File: src/hw/rtl/ang_pkg.sv
// ----------------------------------------------------------------------------
// ang_pkg: shared types and constants of the adaptive noise gate
// Holds the default parameter values, field widths, register indexes,
// sequencer states and the structs passed between the gate's modules.
// ----------------------------------------------------------------------------
package ang_pkg;

	// Default values of the top level parameters.
	localparam int FLOOR_WINDOW_DEF      = 100;
	localparam int GROUP_FRAMES_DEF      = 5;
	localparam int STATS_WINDOW_DEF      = 400;
	localparam int MAX_FRAME_SAMPLES_DEF = 4096;

	// Field widths.
	localparam int SAMPLE_W = 16;
	localparam int MAG_W    = 16;
	localparam int SUM_W    = 28;
	localparam int COUNT_W  = 13;
	localparam int LOUD_W   = 24;
	localparam int GAIN_W   = 4;
	localparam int DELAY_W  = 4;
	localparam int PROD_W   = LOUD_W + GAIN_W;

	// Shared divider widths: dividend holds sum * 256, divisor the sample count.
	localparam int DIV_N_W = SUM_W + 8;
	localparam int DIV_D_W = COUNT_W;

	// Configuration port.
	localparam int CFG_IDX_W  = 8;
	localparam int CFG_DATA_W = 16;

	// Result packing: gate_open, clipped, then four 24-bit levels.
	localparam int OUT_BITS   = 2 + 4 * LOUD_W;
	localparam int OUT_DATA_W = ((OUT_BITS + 7) / 8) * 8;

	// Register reset values.
	localparam logic [MAG_W-1:0]   CLIP_LEVEL_RST  = 16'd29491;
	localparam logic [GAIN_W-1:0]  GATE_HEIGHT_RST = 4'd7;
	localparam logic [COUNT_W-1:0] OPEN_COUNT_RST  = 13'd5;
	localparam logic [DELAY_W-1:0] CLOSE_DELAY_RST = 4'd5;

	typedef enum logic [CFG_IDX_W-1:0] {
		REG_CLIP_LEVEL  = 8'd0,
		REG_GATE_HEIGHT = 8'd1,
		REG_OPEN_COUNT  = 8'd2,
		REG_CLOSE_DELAY = 8'd3
	} cfg_reg_t;

	typedef enum logic [2:0] {
		ST_IDLE,
		ST_LGO,
		ST_LDIV,
		ST_UPDATE,
		ST_FDIV,
		ST_OUT
	} ang_state_t;

	// Running totals of the frame in progress.
	typedef struct packed {
		logic [SUM_W-1:0]   abs_sum;
		logic [COUNT_W-1:0] samples_seen;
		logic [COUNT_W-1:0] over_count;
		logic               clip_seen;
	} frame_acc_t;

	// Status of the shared divider.
	typedef struct packed {
		logic busy;
		logic done;
	} div_status_t;

endpackage

File: src/hw/rtl/ang_divider.sv
// ----------------------------------------------------------------------------
// ang_divider: shared restoring divider
// Produces one quotient bit per cycle. A start pulse loads the operands;
// done pulses for one cycle once the quotient is ready and stays valid.
// ----------------------------------------------------------------------------
module ang_divider (
	input  logic                        clk,
	input  logic                        arst_n,
	input  logic                        start,
	input  logic [ang_pkg::DIV_N_W-1:0] dividend,
	input  logic [ang_pkg::DIV_D_W-1:0] divisor,
	output logic [ang_pkg::DIV_N_W-1:0] quotient,
	output ang_pkg::div_status_t        status
);

	localparam int N_W   = ang_pkg::DIV_N_W;
	localparam int D_W   = ang_pkg::DIV_D_W;
	localparam int CNT_W = $clog2(N_W + 1);

	logic [N_W-1:0]   quo_q;
	logic [D_W-1:0]   rem_q;
	logic [D_W-1:0]   dsr_q;
	logic [CNT_W-1:0] cnt_q;
	logic             busy_q;
	logic             done_q;

	logic [D_W:0]     trial;
	logic [D_W:0]     diff;
	logic             fits;

	// One restoring step: shift in the next dividend bit and try a subtract.
	always_comb begin
		trial = {rem_q, quo_q[N_W-1]};
		diff  = trial - {1'b0, dsr_q};
		fits  = trial >= {1'b0, dsr_q};
	end

	// Control state of the iteration.
	always_ff @(posedge clk or negedge arst_n) begin
		if (!arst_n) begin
			busy_q <= 1'b0;
			done_q <= 1'b0;
			cnt_q  <= '0;
		end else begin
			done_q <= 1'b0;
			if (start) begin
				busy_q <= 1'b1;
				cnt_q  <= CNT_W'(N_W);
			end else if (busy_q) begin
				cnt_q <= cnt_q - 1'b1;
				if (cnt_q == CNT_W'(1)) begin
					busy_q <= 1'b0;
					done_q <= 1'b1;
				end
			end
		end
	end

	// Datapath registers.
	always_ff @(posedge clk) begin
		if (start) begin
			quo_q <= dividend;
			rem_q <= '0;
			dsr_q <= divisor;
		end else if (busy_q) begin
			quo_q <= {quo_q[N_W-2:0], fits};
			rem_q <= fits ? diff[D_W-1:0] : trial[D_W-1:0];
		end
	end

	assign quotient    = quo_q;
	assign status.busy = busy_q;
	assign status.done = done_q;

endmodule

File: src/hw/rtl/ang_frame_acc.sv
// ----------------------------------------------------------------------------
// ang_frame_acc: per-sample frame accumulator
// Takes the magnitude of each sample, sums it, counts samples and the ones
// above the gate threshold, and flags clipping. Flags the frame's end.
// ----------------------------------------------------------------------------
module ang_frame_acc #(
	parameter int MAX_FRAME_SAMPLES = ang_pkg::MAX_FRAME_SAMPLES_DEF
) (
	input  logic                         clk,
	input  logic                         arst_n,
	input  logic                         take,
	input  logic                         clear,
	input  logic [ang_pkg::SAMPLE_W-1:0] sample,
	input  logic                         last,
	input  logic [ang_pkg::MAG_W-1:0]    clip_level,
	input  logic [ang_pkg::GAIN_W-1:0]   gate_height,
	input  logic [ang_pkg::LOUD_W-1:0]   floor_level,
	output logic                         frame_end,
	output ang_pkg::frame_acc_t          acc
);

	localparam int COUNT_W = ang_pkg::COUNT_W;
	localparam int PROD_W  = ang_pkg::PROD_W;
	// The magnitude of the most negative sample needs one bit more than a sample.
	localparam int ABS_W   = ang_pkg::MAG_W + 1;

	ang_pkg::frame_acc_t     acc_q;
	logic signed [16:0]      sample_x;
	logic [ABS_W-1:0]        mag;
	logic [PROD_W-1:0]       thresh;
	logic [PROD_W-1:0]       mag_scaled;
	logic                    over;
	logic [COUNT_W-1:0]      seen_next;

	// Magnitude, threshold test and frame end of the current sample.
	always_comb begin
		sample_x   = {sample[ang_pkg::SAMPLE_W-1], sample};
		mag        = sample[ang_pkg::SAMPLE_W-1] ? ABS_W'(-sample_x)
			: ABS_W'(sample_x);
		thresh     = PROD_W'(floor_level) * PROD_W'(gate_height);
		mag_scaled = PROD_W'({mag, 8'h00});
		over       = mag_scaled > thresh;
		seen_next  = acc_q.samples_seen + 1'b1;
		frame_end  = last || (seen_next >= COUNT_W'(MAX_FRAME_SAMPLES));
	end

	// Running totals, cleared once the frame's result has been issued.
	always_ff @(posedge clk or negedge arst_n) begin
		if (!arst_n) begin
			acc_q <= '0;
		end else if (clear) begin
			acc_q <= '0;
		end else if (take) begin
			acc_q.abs_sum      <= acc_q.abs_sum + ang_pkg::SUM_W'(mag);
			acc_q.samples_seen <= seen_next;
			if (mag >= {1'b0, clip_level}) begin
				acc_q.clip_seen <= 1'b1;
			end
			if (over && (acc_q.over_count != '1)) begin
				acc_q.over_count <= acc_q.over_count + 1'b1;
			end
		end
	end

	assign acc = acc_q;

endmodule

File: src/hw/rtl/adaptive_noise_gate.sv
// ----------------------------------------------------------------------------
// adaptive_noise_gate: audio noise gate with noise floor tracking
// Gates a stream of signed 16-bit samples against a measured noise floor
// and reports per-frame loudness statistics.
// ----------------------------------------------------------------------------
// Usage:
//   The s_ channel carries one sample per transfer, s_tlast marking the last
//   sample of a frame. A frame also ends on its MAX_FRAME_SAMPLES-th sample.
//   A sample that does not end a frame leaves s_tready high. A frame end
//   yields one result on the m_ channel once the shared divider, taking one
//   quotient bit per cycle, has formed the frame mean; the frame that fills
//   the loudness window runs the divider a second time for the floor mean.
//   s_tready is low while a frame end is being worked on. The result is held
//   in an output register; the next frame's samples are taken while it waits,
//   and a following frame end waits only for it to be taken when m_tready is
//   low. Registers are written on the cfg_ channel (always ready) while idle;
//   the user must keep to this, as the block itself does not enforce it.
//   Reset clears all statistics but the frame mean and smallest group sum,
//   closes the gate and loads the register defaults; s_tready is high then.
// ----------------------------------------------------------------------------
module adaptive_noise_gate #(
	parameter int FLOOR_WINDOW      = ang_pkg::FLOOR_WINDOW_DEF,
	parameter int GROUP_FRAMES      = ang_pkg::GROUP_FRAMES_DEF,
	parameter int STATS_WINDOW      = ang_pkg::STATS_WINDOW_DEF,
	parameter int MAX_FRAME_SAMPLES = ang_pkg::MAX_FRAME_SAMPLES_DEF
) (
	input  logic                           clk,
	input  logic                           arst_n,
	// Sample channel.
	input  logic                           s_tvalid,
	output logic                           s_tready,
	input  logic [15:0]                    s_tdata,   // [15:0] sample
	input  logic                           s_tlast,   // last_in_frame
	// Result channel.
	output logic                           m_tvalid,
	input  logic                           m_tready,
	// [0] gate_open, [1] clipped, [25:2] loudness, [49:26] noise_floor,
	// [73:50] quietest, [97:74] loudest, [103:98] zero
	output logic [ang_pkg::OUT_DATA_W-1:0] m_tdata,
	// Configuration channel.
	input  logic                           cfg_valid,
	output logic                           cfg_ready,
	input  logic [ang_pkg::CFG_IDX_W-1:0]  cfg_index,
	input  logic [ang_pkg::CFG_DATA_W-1:0] cfg_data
);

	localparam int LOUD_W   = ang_pkg::LOUD_W;
	localparam int RING_W   = $clog2(FLOOR_WINDOW);
	localparam int GRP_W    = $clog2(GROUP_FRAMES + 1);
	localparam int GSUM_W   = LOUD_W + GRP_W;
	localparam int STAT_W   = $clog2(STATS_WINDOW + 2);
	localparam int N_W      = ang_pkg::DIV_N_W;
	localparam int D_W      = ang_pkg::DIV_D_W;

	// Configuration registers.
	logic [ang_pkg::MAG_W-1:0]   clip_level_q;
	logic [ang_pkg::GAIN_W-1:0]  gate_height_q;
	logic [ang_pkg::COUNT_W-1:0] open_count_q;
	logic [ang_pkg::DELAY_W-1:0] close_delay_q;

	// Sequencer and frame statistics.
	ang_pkg::ang_state_t         state_q;
	ang_pkg::ang_state_t         state_d;
	logic [LOUD_W-1:0]           loud_q;
	logic [LOUD_W-1:0]           floor_q;
	logic [LOUD_W-1:0]           quiet_q;
	logic [LOUD_W-1:0]           loudest_q;
	logic [STAT_W-1:0]           stats_cnt_q;
	logic [RING_W-1:0]           ring_idx_q;
	logic [GRP_W-1:0]            grp_cnt_q;
	logic [GSUM_W-1:0]           gsum_q;
	logic [GSUM_W-1:0]           min_q;
	logic                        found_q;
	logic                        open_q;
	logic [ang_pkg::DELAY_W-1:0] close_cd_q;
	logic                        m_tvalid_q;
	logic [ang_pkg::OUT_DATA_W-1:0] m_tdata_q;

	// Control signals.
	logic                        s_take;
	logic                        frame_end;
	logic                        acc_clear;
	logic                        out_load;
	logic                        div_start;
	logic [N_W-1:0]              div_dividend;
	logic [D_W-1:0]              div_divisor;
	logic [N_W-1:0]              div_quotient;
	ang_pkg::div_status_t        div_st;
	ang_pkg::frame_acc_t         acc;

	// Frame end update terms.
	logic [LOUD_W-1:0]           quiet_min;
	logic [LOUD_W-1:0]           loud_max;
	logic                        stats_wrap;
	logic                        ring_last;
	logic                        grp_last;
	logic [GSUM_W-1:0]           gsum_next;
	logic                        cand_better;
	logic                        found_new;
	logic [GSUM_W-1:0]           min_new;
	logic [ang_pkg::DELAY_W-1:0] close_cd_dec;
	logic                        gate_hit;

	// Per-sample accumulation.
	ang_frame_acc #(
		.MAX_FRAME_SAMPLES(MAX_FRAME_SAMPLES)
	) u_acc (
		.clk        (clk),
		.arst_n     (arst_n),
		.take       (s_take),
		.clear      (acc_clear),
		.sample     (s_tdata),
		.last       (s_tlast),
		.clip_level (clip_level_q),
		.gate_height(gate_height_q),
		.floor_level(floor_q),
		.frame_end  (frame_end),
		.acc        (acc)
	);

	// Shared divider for the frame mean and the floor mean.
	ang_divider u_div (
		.clk     (clk),
		.arst_n  (arst_n),
		.start   (div_start),
		.dividend(div_dividend),
		.divisor (div_divisor),
		.quotient(div_quotient),
		.status  (div_st)
	);

	// Configuration writes.
	assign cfg_ready = 1'b1;

	always_ff @(posedge clk or negedge arst_n) begin
		if (!arst_n) begin
			clip_level_q  <= ang_pkg::CLIP_LEVEL_RST;
			gate_height_q <= ang_pkg::GATE_HEIGHT_RST;
			open_count_q  <= ang_pkg::OPEN_COUNT_RST;
			close_delay_q <= ang_pkg::CLOSE_DELAY_RST;
		end else if (cfg_valid) begin
			unique case (cfg_index)
				ang_pkg::REG_CLIP_LEVEL:  clip_level_q  <= cfg_data[ang_pkg::MAG_W-1:0];
				ang_pkg::REG_GATE_HEIGHT: gate_height_q <= cfg_data[ang_pkg::GAIN_W-1:0];
				ang_pkg::REG_OPEN_COUNT:  open_count_q  <= cfg_data[ang_pkg::COUNT_W-1:0];
				ang_pkg::REG_CLOSE_DELAY: close_delay_q <= cfg_data[ang_pkg::DELAY_W-1:0];
				default: begin
				end
			endcase
		end
	end

	// Statistics, floor group and gate terms for the frame end.
	always_comb begin
		quiet_min    = (quiet_q > loud_q) ? loud_q : quiet_q;
		loud_max     = (loudest_q < loud_q) ? loud_q : loudest_q;
		stats_wrap   = stats_cnt_q > STAT_W'(STATS_WINDOW);
		ring_last    = ring_idx_q == RING_W'(FLOOR_WINDOW - 1);
		grp_last     = grp_cnt_q == GRP_W'(GROUP_FRAMES - 1);
		gsum_next    = gsum_q + GSUM_W'(loud_q);
		cand_better  = !found_q || (gsum_next < min_q);
		found_new    = found_q || grp_last;
		min_new      = (grp_last && cand_better) ? gsum_next : min_q;
		close_cd_dec = (close_cd_q != '0) ? close_cd_q - 1'b1 : close_cd_q;
		gate_hit     = acc.over_count > open_count_q;
	end

	// Sequencer: next state and control strobes.
	always_comb begin
		state_d      = state_q;
		s_tready     = 1'b0;
		div_start    = 1'b0;
		div_dividend = {acc.abs_sum, 8'h00};
		div_divisor  = acc.samples_seen;
		acc_clear    = 1'b0;
		out_load     = 1'b0;
		unique case (state_q)
			ang_pkg::ST_IDLE: begin
				s_tready = 1'b1;
				if (s_tvalid && frame_end) begin
					state_d = ang_pkg::ST_LGO;
				end
			end
			ang_pkg::ST_LGO: begin
				div_start = 1'b1;
				state_d   = ang_pkg::ST_LDIV;
			end
			ang_pkg::ST_LDIV: begin
				if (div_st.done) begin
					state_d = ang_pkg::ST_UPDATE;
				end
			end
			ang_pkg::ST_UPDATE: begin
				div_dividend = N_W'(min_new);
				div_divisor  = D_W'(GROUP_FRAMES);
				if (ring_last && found_new) begin
					div_start = 1'b1;
					state_d   = ang_pkg::ST_FDIV;
				end else begin
					state_d = ang_pkg::ST_OUT;
				end
			end
			ang_pkg::ST_FDIV: begin
				if (div_st.done) begin
					state_d = ang_pkg::ST_OUT;
				end
			end
			ang_pkg::ST_OUT: begin
				if (!m_tvalid_q || m_tready) begin
					out_load  = 1'b1;
					acc_clear = 1'b1;
					state_d   = ang_pkg::ST_IDLE;
				end
			end
			default: state_d = ang_pkg::ST_IDLE;
		endcase
	end

	assign s_take = s_tvalid && s_tready;

	always_ff @(posedge clk or negedge arst_n) begin
		if (!arst_n) begin
			state_q <= ang_pkg::ST_IDLE;
		end else begin
			state_q <= state_d;
		end
	end

	// Frame mean and floor mean capture.
	always_ff @(posedge clk or negedge arst_n) begin
		if (!arst_n) begin
			floor_q <= '0;
		end else if ((state_q == ang_pkg::ST_FDIV) && div_st.done) begin
			floor_q <= div_quotient[LOUD_W-1:0];
		end
	end

	always_ff @(posedge clk) begin
		if ((state_q == ang_pkg::ST_LDIV) && div_st.done) begin
			loud_q <= div_quotient[LOUD_W-1:0];
		end
	end

	// Frame end update of statistics, floor groups and gate.
	always_ff @(posedge clk or negedge arst_n) begin
		if (!arst_n) begin
			quiet_q     <= '1;
			loudest_q   <= '0;
			stats_cnt_q <= '0;
			ring_idx_q  <= '0;
			grp_cnt_q   <= '0;
			gsum_q      <= '0;
			found_q     <= 1'b0;
			open_q      <= 1'b0;
			close_cd_q  <= '0;
		end else if (state_q == ang_pkg::ST_UPDATE) begin
			if (stats_wrap) begin
				quiet_q     <= '1;
				loudest_q   <= '0;
				stats_cnt_q <= '0;
			end else begin
				quiet_q     <= quiet_min;
				loudest_q   <= loud_max;
				stats_cnt_q <= stats_cnt_q + 1'b1;
			end

			if (ring_last) begin
				ring_idx_q <= '0;
				grp_cnt_q  <= '0;
				gsum_q     <= '0;
				found_q    <= 1'b0;
			end else begin
				ring_idx_q <= ring_idx_q + 1'b1;
				found_q    <= found_new;
				if (grp_last) begin
					grp_cnt_q <= '0;
					gsum_q    <= '0;
				end else begin
					grp_cnt_q <= grp_cnt_q + 1'b1;
					gsum_q    <= gsum_next;
				end
			end

			if (gate_hit) begin
				open_q     <= 1'b1;
				close_cd_q <= close_delay_q;
			end else begin
				close_cd_q <= close_cd_dec;
				if (close_cd_dec == '0) begin
					open_q <= 1'b0;
				end
			end
		end
	end

	// Smallest group sum of the current window pass.
	always_ff @(posedge clk) begin
		if (state_q == ang_pkg::ST_UPDATE) begin
			min_q <= min_new;
		end
	end

	// Output register.
	always_ff @(posedge clk or negedge arst_n) begin
		if (!arst_n) begin
			m_tvalid_q <= 1'b0;
		end else if (out_load) begin
			m_tvalid_q <= 1'b1;
		end else if (m_tready) begin
			m_tvalid_q <= 1'b0;
		end
	end

	always_ff @(posedge clk) begin
		if (out_load) begin
			m_tdata_q <= ang_pkg::OUT_DATA_W'({loudest_q, quiet_q, floor_q, loud_q,
				acc.clip_seen, open_q});
		end
	end

	assign m_tvalid = m_tvalid_q;
	assign m_tdata  = m_tdata_q;

	// The divider is only started when it is free.
	a_div_free: assert property (@(posedge clk) disable iff (!arst_n)
		div_start |-> !div_st.busy)
		else $error("divider started while busy");

	// A divider result only arrives while the sequencer waits for one.
	a_div_done: assert property (@(posedge clk) disable iff (!arst_n)
		div_st.done |-> (state_q == ang_pkg::ST_LDIV || state_q == ang_pkg::ST_FDIV))
		else $error("divider result outside a wait state");

	// A result is loaded only from the output state.
	a_out_load: assert property (@(posedge clk) disable iff (!arst_n)
		$rose(m_tvalid_q) |-> $past(state_q == ang_pkg::ST_OUT))
		else $error("result raised outside the output state");

	// A closed gate has no countdown left.
	a_closed_cd: assert property (@(posedge clk) disable iff (!arst_n)
		!open_q |-> (close_cd_q == '0))
		else $error("countdown running while the gate is closed");

	// No samples are taken while a frame end is in progress.
	a_no_take: assert property (@(posedge clk) disable iff (!arst_n)
		(state_q != ang_pkg::ST_IDLE) |-> !s_take)
		else $error("sample taken during frame end work");

endmodule

File: config.mk
export PLATFORM = sky130hd
export DESIGN_NAME = adaptive_noise_gate
export DESIGN_NICKNAME = d
export VERILOG_FILES = /design/src/hw/rtl/ang_pkg.sv /design/src/hw/rtl/ang_divider.sv /design/src/hw/rtl/ang_frame_acc.sv /design/src/hw/rtl/adaptive_noise_gate.sv
export SDC_FILE = /design/constraint.sdc
export NUM_CORES = 1
export LEC_CHECK = 0
export ABC_CLOCK_PERIOD_IN_PS = 9700
export BUFFER_PORTS_ARGS = -buffer_cell sky130_fd_sc_hd__buf_4
export CORE_ASPECT_RATIO = 0.9
export CORE_UTILIZATION = 45
export CTS_CLUSTER_DIAMETER = 120
export DETAILED_ROUTE_END_ITERATION = 7
export GPL_TIMING_DRIVEN = 0
export PLACE_DENSITY = 0.72
export REMOVE_ABC_BUFFERS = 1
export SKIP_LAST_GASP = 1
export SLEW_MARGIN = 20
export SYNTH_ARGS = -nofsm -noshare
export SYNTH_HDL_FRONTEND = slang
export SYNTH_HIERARCHICAL = 1
export SYNTH_SLANG_ARGS = --single-unit
File: constraint.sdc
create_clock -name clk -period 9.7 [get_ports clk]
set_input_delay 2.425 -clock clk [delete_from_list [all_inputs] [get_ports clk]]
set_output_delay 2.425 -clock clk [all_outputs]
set_load 0.02 [all_outputs]
==> results of run 1 <==
layer usage:
layer,vias up,part of all wire (%)
met5,-,0
met4,0,3.0
met3,112,4.1
met2,428,48
met1,9273,45
li1,8972,-
sequential cells by signal, summed over array words and instances (netlist names), 7 cells and up:
signal,count
floor_q,24
clip_level_q,16
u_acc/acc,55
m_tdata,98
quiet_q,24
gsum_q,27
u_div/quotient,36
loud_q,24
stats_cnt_q,9
u_div/rem_q,13
u_div/dsr_q,13
min_q,27
ring_idx_q,7
open_count_q,13
loudest_q,24
metrics by stage:
step | worst slack, ns | power, mW | hold WS [ns]
2_1_floorplan | -1.136 | 4.922 | 0.4249
3_3_place_gp | -5.754 | 5.543 | 0.4646
3_5_place_dp | 2.733 | 5.723 | 0.4569
4_1_cts | 2.722 | 7.691 | 0.4800
5_1_grt | 2.641 | 8.153 | 0.5019
6_report | 3.060 | 7.673 | 0.4781
where the power goes:
group	internal, mW	switching [mW]	total (mW)
clock	1.14	0.792	1.93
combinational	1.35	1.58	2.93
sequential	2.45	0.358	2.81
total	4.94	2.73	7.67
worst max-delay path, delay by kind of cell (launching register included):
family                   cells  cell delay [ns]
XOR/XNOR                     1             0.13
AO/OA/AOI/OAI                7             1.39
adder cells (fa/ha/maj)      4             1.72
buffers and inverters        2             0.33
multiplexers                 1             0.32
AND/OR/NAND/NOR              8             1.78
flip-flops                   1             0.83
cell type report:
class                   count  area, um2  area share (%)
multi-input cells        1713      13590           44.49
flip-flops and latches    439      11960           39.17
repair buffers            168       1533           5.018
clock buffers              54       1232           4.035
well taps                 774      968.4           3.171
inverters                 210      790.8           2.589
clock inverters            34      457.9           1.499
diodes                      4      10.01         0.03277
how the worst min path moves through the flow:
stage                                            start                     to  slack, ns
final                         loudest_q[0]$_DFFE_PN0P_  m_tdata[74]$_DFFE_PP_       0.48
after global routing       u_div/quotient[4]$_DFFE_PP_    loud_q[4]$_DFFE_PP_       0.50
after CTS                     loudest_q[0]$_DFFE_PN0P_  m_tdata[74]$_DFFE_PP_       0.48
after detailed placement            open_q$_DFFE_PN0P_   m_tdata[0]$_DFFE_PP_       0.46
after global placement    u_div/quotient[18]$_DFFE_PP_   loud_q[18]$_DFFE_PP_       0.46
after floorplan                     open_q$_DFFE_PN0P_   m_tdata[0]$_DFFE_PP_       0.42
==> metrics.yaml, run 1 <==
io-pin-count: 153
cts_root_buf: "clkbuf_16"
coreArea_mm2: 0.05854
via_per_inst: 5.532
syn_inst: 2443
numClockSinks: 439
hold_viol_final: 0
max_freq_ghz: 0.1506
dr_total_vias: 18790
arrival_ns: 7.11
firstDrtPassIters: 5
dp_cells: 3303
gp_congestion: 0.9094
htreeDepth: 2
power_leakage_nw: 13.74
layout_commonest_cell: "ha_1"
met3_usage_pct: 2.876
regToRegEndpoint: "u_acc/acc[4]$_DFFE_PN0P_"
rr_worst_depth: 23
cts_hold_buf: 0
outcome: "complete, no violations"
slowest_delay_ns: 0.83
r2r_setup_slack_ns: 3.06
fin_util_pct: 52.18
met1_usage_pct: 26.28
busiest_layer: "met2"
grt_util_met2_pct: 34.32
io_buffers: 145
cts_resized: 0
nNetsFinal: 2888
slew_headroom_pct: 28.14
crit_chain: "nand2_1 > fa_1 > inv_1 > fa_1 > ha_1 > a211oi_1 > o21bai_1 > and4_1 > nor2_1 > o21ai_0 > a21bo_2 > a311oi_1 > xor2_1 > ha_1 > nand4_1 > nor3_1 > a211oi_1 > o211ai_1 > nand3_1 > nor4_4 > clkbuf_8 > nand3_1 > mux2_1"
drcViolationCount: 0
final_cell_mix: "ha_1, inv_1, edfxtp_1"
drt_iter0_drc: 1215
setup_viol: 0
grt_pass1_vias: 19100
antenna_found_initial: 4
crit_path_start: "gate_height_q[3]$_DFFE_PN0P_"
insertion_delay_ns: 0.60
worstHoldPathType: "reg2reg"
wire_per_inst_um: 17.85
peakVddDrop_mv: 0.1380
fin_crit_sh_pct: 68.45
grt_usage_pct: 20.23
cp_data_required_time_ns: 10.17
overflow: 0
final.setup.tns_ns: 0
slew_viol_final: 0
dpl_cell_area_mm2: 0.02883
p_per_area_mw_per_mm2: 251.2
path_class: "reg2reg"
fin_skew_ns: 0.02516
std_cell_rows: 84
final_cells: 3396
nFillCells: 4960
cp-start-kind: "flip-flop"
r2r-start: "gate_height_q[3]$_DFFE_PN0P_"
cts.path.max_buffers: 3
crit_slowest_cell: "dfrtp_1"
grt_max_degree: 98
final_layout_size_suffix_gt1_share_pct: 18.53
worstSetupEndpoint: "u_acc/acc[4]$_DFFE_PN0P_"
synth_area_mm2: 0.02668
clkTransAtPathRegs_ns: 0.06
postCtsSetupBuffers: 0
die_h_um: 233.0
cts_tree: "yes"
antenna_left: 0
cp_max_fo: 25
cts_buffers: 47
min_period_ns: 6.640
synth_warnings: 6
totalWireLength_um: 60620
syn_to_final_growth_pct: 14.48
hold_depth: 0
drv_cap: 0
hpwlAfterDp_um: 44840
rsz0062_at_grt: "no"
fin_area_mm2: 0.03054
avgSynthCellArea_um2: 10.92
start_util_pct: 45.58
die_area_mm2: 0.06027
cp-end-kind: "flip-flop"
die_w_um: 258.7
worstMarginPinSlew_ns: 1.067
grt_pass1_wl_um: 98440
Note: power is estimated with default switching activity, not from simulation.
==> inputs of run 2 (changes only) <==
--- a/config.mk
+++ b/config.mk
@@ -5,14 +5,14 @@
 export SDC_FILE = /design/constraint.sdc
 export NUM_CORES = 1
 export LEC_CHECK = 0
-export ABC_CLOCK_PERIOD_IN_PS = 9700
+export ABC_CLOCK_PERIOD_IN_PS = 5950
 export BUFFER_PORTS_ARGS = -buffer_cell sky130_fd_sc_hd__buf_4
 export CORE_ASPECT_RATIO = 0.9
 export CORE_UTILIZATION = 45
 export CTS_CLUSTER_DIAMETER = 120
 export DETAILED_ROUTE_END_ITERATION = 7
 export GPL_TIMING_DRIVEN = 0
-export PLACE_DENSITY = 0.72
+export PLACE_DENSITY = 0.74
 export REMOVE_ABC_BUFFERS = 1
 export SKIP_LAST_GASP = 1
 export SLEW_MARGIN = 20
==> constraint.sdc (replaced) <==
create_clock -name clk -period 5.95 [get_ports clk]
set_input_delay 1.4875 -clock clk [delete_from_list [all_inputs] [get_ports clk]]
set_output_delay 1.4875 -clock clk [all_outputs]
set_load 0.02 [all_outputs]
==> run 2 against run 1 <==
Against the previous run: the flow now finishes with violations (negative setup slack); clock power is 63% higher; cell area is 1.3% higher; wire length is 2.2% higher; critical path depth is 4 higher; sequential cell count stayed put; utilization is 0.70 points higher; count of clock-buffer cells in the layout is 6 higher; register-to-register slack worse by 3.1 ns; global-route usage is 0.38 points higher; hold slack worse by 0.015 ns; via count is 1.8% higher; largest power group unchanged.
==> metrics.yaml, run 2 (synthesized netlist as in run 1, its figures left out) <==
outcome: "finished, violations left"
failed_checks: "negative setup slack"
die_h_um: 233.0  # unchanged
nFillCells: 4906  # -1.1%
hpwlAfterDp_um: 45050  # +0.46%
grt_pass1_wl_um: 99910  # +1.5%
rr_worst_depth: 27  # +17%
crit_family: "simple AND/OR/NAND/NOR gates"
arrival_ns: 6.52  # -0.59 ns
via_per_inst: 5.587  # +1.0%
htreeDepth: 2  # unchanged
std_cell_rows: 84  # unchanged
antenna_left: 0  # unchanged
cts_root_buf: "clkbuf_16"
final_layout_size_suffix_gt1_share_pct: 20.55  # +2.0 points
grt_pass1_vias: 19440  # +1.7%
cts_tree: "yes"
fin_crit_sh_pct: 100.8  # +32 points
final_cell_mix: "inv_1, ha_1, edfxtp_1"
syn_to_final_growth_pct: 16.01
crit_slowest_cell: "fa_1"
cp-start-kind: "flip-flop"
cts_hold_buf: 0  # unchanged
peakVddDrop_mv: 0.2370  # +72%
slowest_delay_ns: 0.53  # -0.30 ns
firstDrtPassIters: 6  # +1
path_common_cell: "buf_4"
p_per_area_mw_per_mm2: 406.6  # +62%
overflow: 0  # unchanged
dp_cells: 3303  # unchanged
grt_max_degree: 99  # +1.0%
totalWireLength_um: 61970  # +2.2%
cp_max_fo: 9  # -64%
cts_buffers: 47  # unchanged
dr_total_vias: 19130  # +1.8%
drcViolationCount: 0  # unchanged
hold_depth: 0  # unchanged
die_w_um: 258.7  # unchanged
io_buffers: 145  # unchanged
setup_viol: 9  # +9
cts.path.max_buffers: 3  # unchanged
coreArea_mm2: 0.05854  # unchanged
min_period_ns: 6.000  # -0.6391 ns
cp_num_cells: 27  # +17%
antenna_found_initial: 9  # +5
worstHoldPathType: "reg2reg"
numClockSinks: 439  # unchanged
preCtsSetupSlack_ns: -1.025  # -3.758 ns
hold_viol_final: 0  # unchanged
power_mw: 12.59  # +64%
final_cells: 3423  # +0.80%
max_freq_ghz: 0.1667  # +11%
crit_buf_inv: 5  # +3
insertion_delay_ns: 0.61  # about the same
die_area_mm2: 0.06027  # unchanged
dpl_cell_area_mm2: 0.02883  # unchanged
wire_per_inst_um: 18.10  # +1.4%
fin_area_mm2: 0.03095  # +1.3%
drv_cap: 0  # unchanged
setup_slack_ns: -0.05040  # -3.111 ns
power_leakage_nw: 13.86  # +0.89%
io-pin-count: 153  # unchanged
slew_headroom_pct: 29.33  # +1.2 points
gp_congestion: 0.8853  # -2.7%
path_class: "reg2reg"
largest_register_ff_count: 98  # unchanged
rsz0062_at_grt: "yes"
drt_iter0_drc: 1392  # +15%
slew_viol_final: 0  # unchanged
final.setup.tns_ns: -0.2420  # -0.2420 ns
worstMarginPinSlew_ns: 1.049  # -0.01760 ns
fin_skew_ns: 0.03662  # +0.01146 ns
cp-end-kind: "flip-flop"
grt_usage_pct: 20.61  # +0.38 points
cp_data_required_time_ns: 6.47  # -3.70 ns
nNetsFinal: 2912  # +0.83%
start_util_pct: 45.58  # unchanged
clkTransAtPathRegs_ns: 0.06  # about the same
[run 2: cell type report]
cell class | count | area, um2 | area share (%)
Clock buffer | 60 | 1285 | 4.151
Antenna cell | 7 | 17.52 | 0.05659
Timing Repair Buffer | 191 | 1718 | 5.550
Sequential cell | 439 | 11970 | 38.68
Tap cell | 774 | 968.4 | 3.129
Inverter | 210 | 790.8 | 2.555
Multi-Input combinational cell | 1714 | 13790 | 44.55
Clock inverter | 28 | 410.4 | 1.326
[run 2: layer usage]
layer  part of all wire, %  vias up  GRT usage [%]
li1                      -     9026              -
met1                    44     9428          26.86
met2                    47      539          34.64
met3                   4.9      130          2.843
met4                   3.3        2          8.099
met5                 0.019        -              0
[run 2: power breakdown]
group	total [mW]	leakage [nW]	switching, mW	internal (mW)
Clock	3.15	0.817	1.29	1.86
Combinational	4.86	8.24	2.64	2.22
Sequential	4.58	4.81	0.579	4.00
[run 2: final timing paths]
kind	slack [ns]	end	startpoint
worst max register to register	-0.05	u_acc/acc[9]$_DFFE_PN0P_	gate_height_q[3]$_DFFE_PN0P_
worst max-delay path	-0.05	u_acc/acc[9]$_DFFE_PN0P_	gate_height_q[3]$_DFFE_PN0P_
worst min-delay path	0.46	loud_q[21]$_DFFE_PP_	u_div/quotient[21]$_DFFE_PP_
min in group asynchronous	0.84	open_count_q[1]$_DFFE_PN0P_	arst_n
worst min register to register	0.46	loud_q[21]$_DFFE_PP_	u_div/quotient[21]$_DFFE_PP_
max in group asynchronous	4.14	u_div/busy_q$_DFF_PN0_	arst_n
[run 2: timing repair]
item | CTS | global route
buffers inserted | 17 | 11
endpoints found under the setup margin | 39 | 39
pin swaps | 14 | 10
gates cloned | 1 | 0
resized for setup | 26 | 19
[run 2: per-stage QoR]
stage	hold slack, ns	utilization [%]
2_1_floorplan	0.4249	-
3_3_place_gp	0.4589	48.39
3_5_place_dp	0.4416	49.25
4_1_cts	0.4593	52.60
5_1_grt	0.4638	52.88
6_report	0.4629	52.88
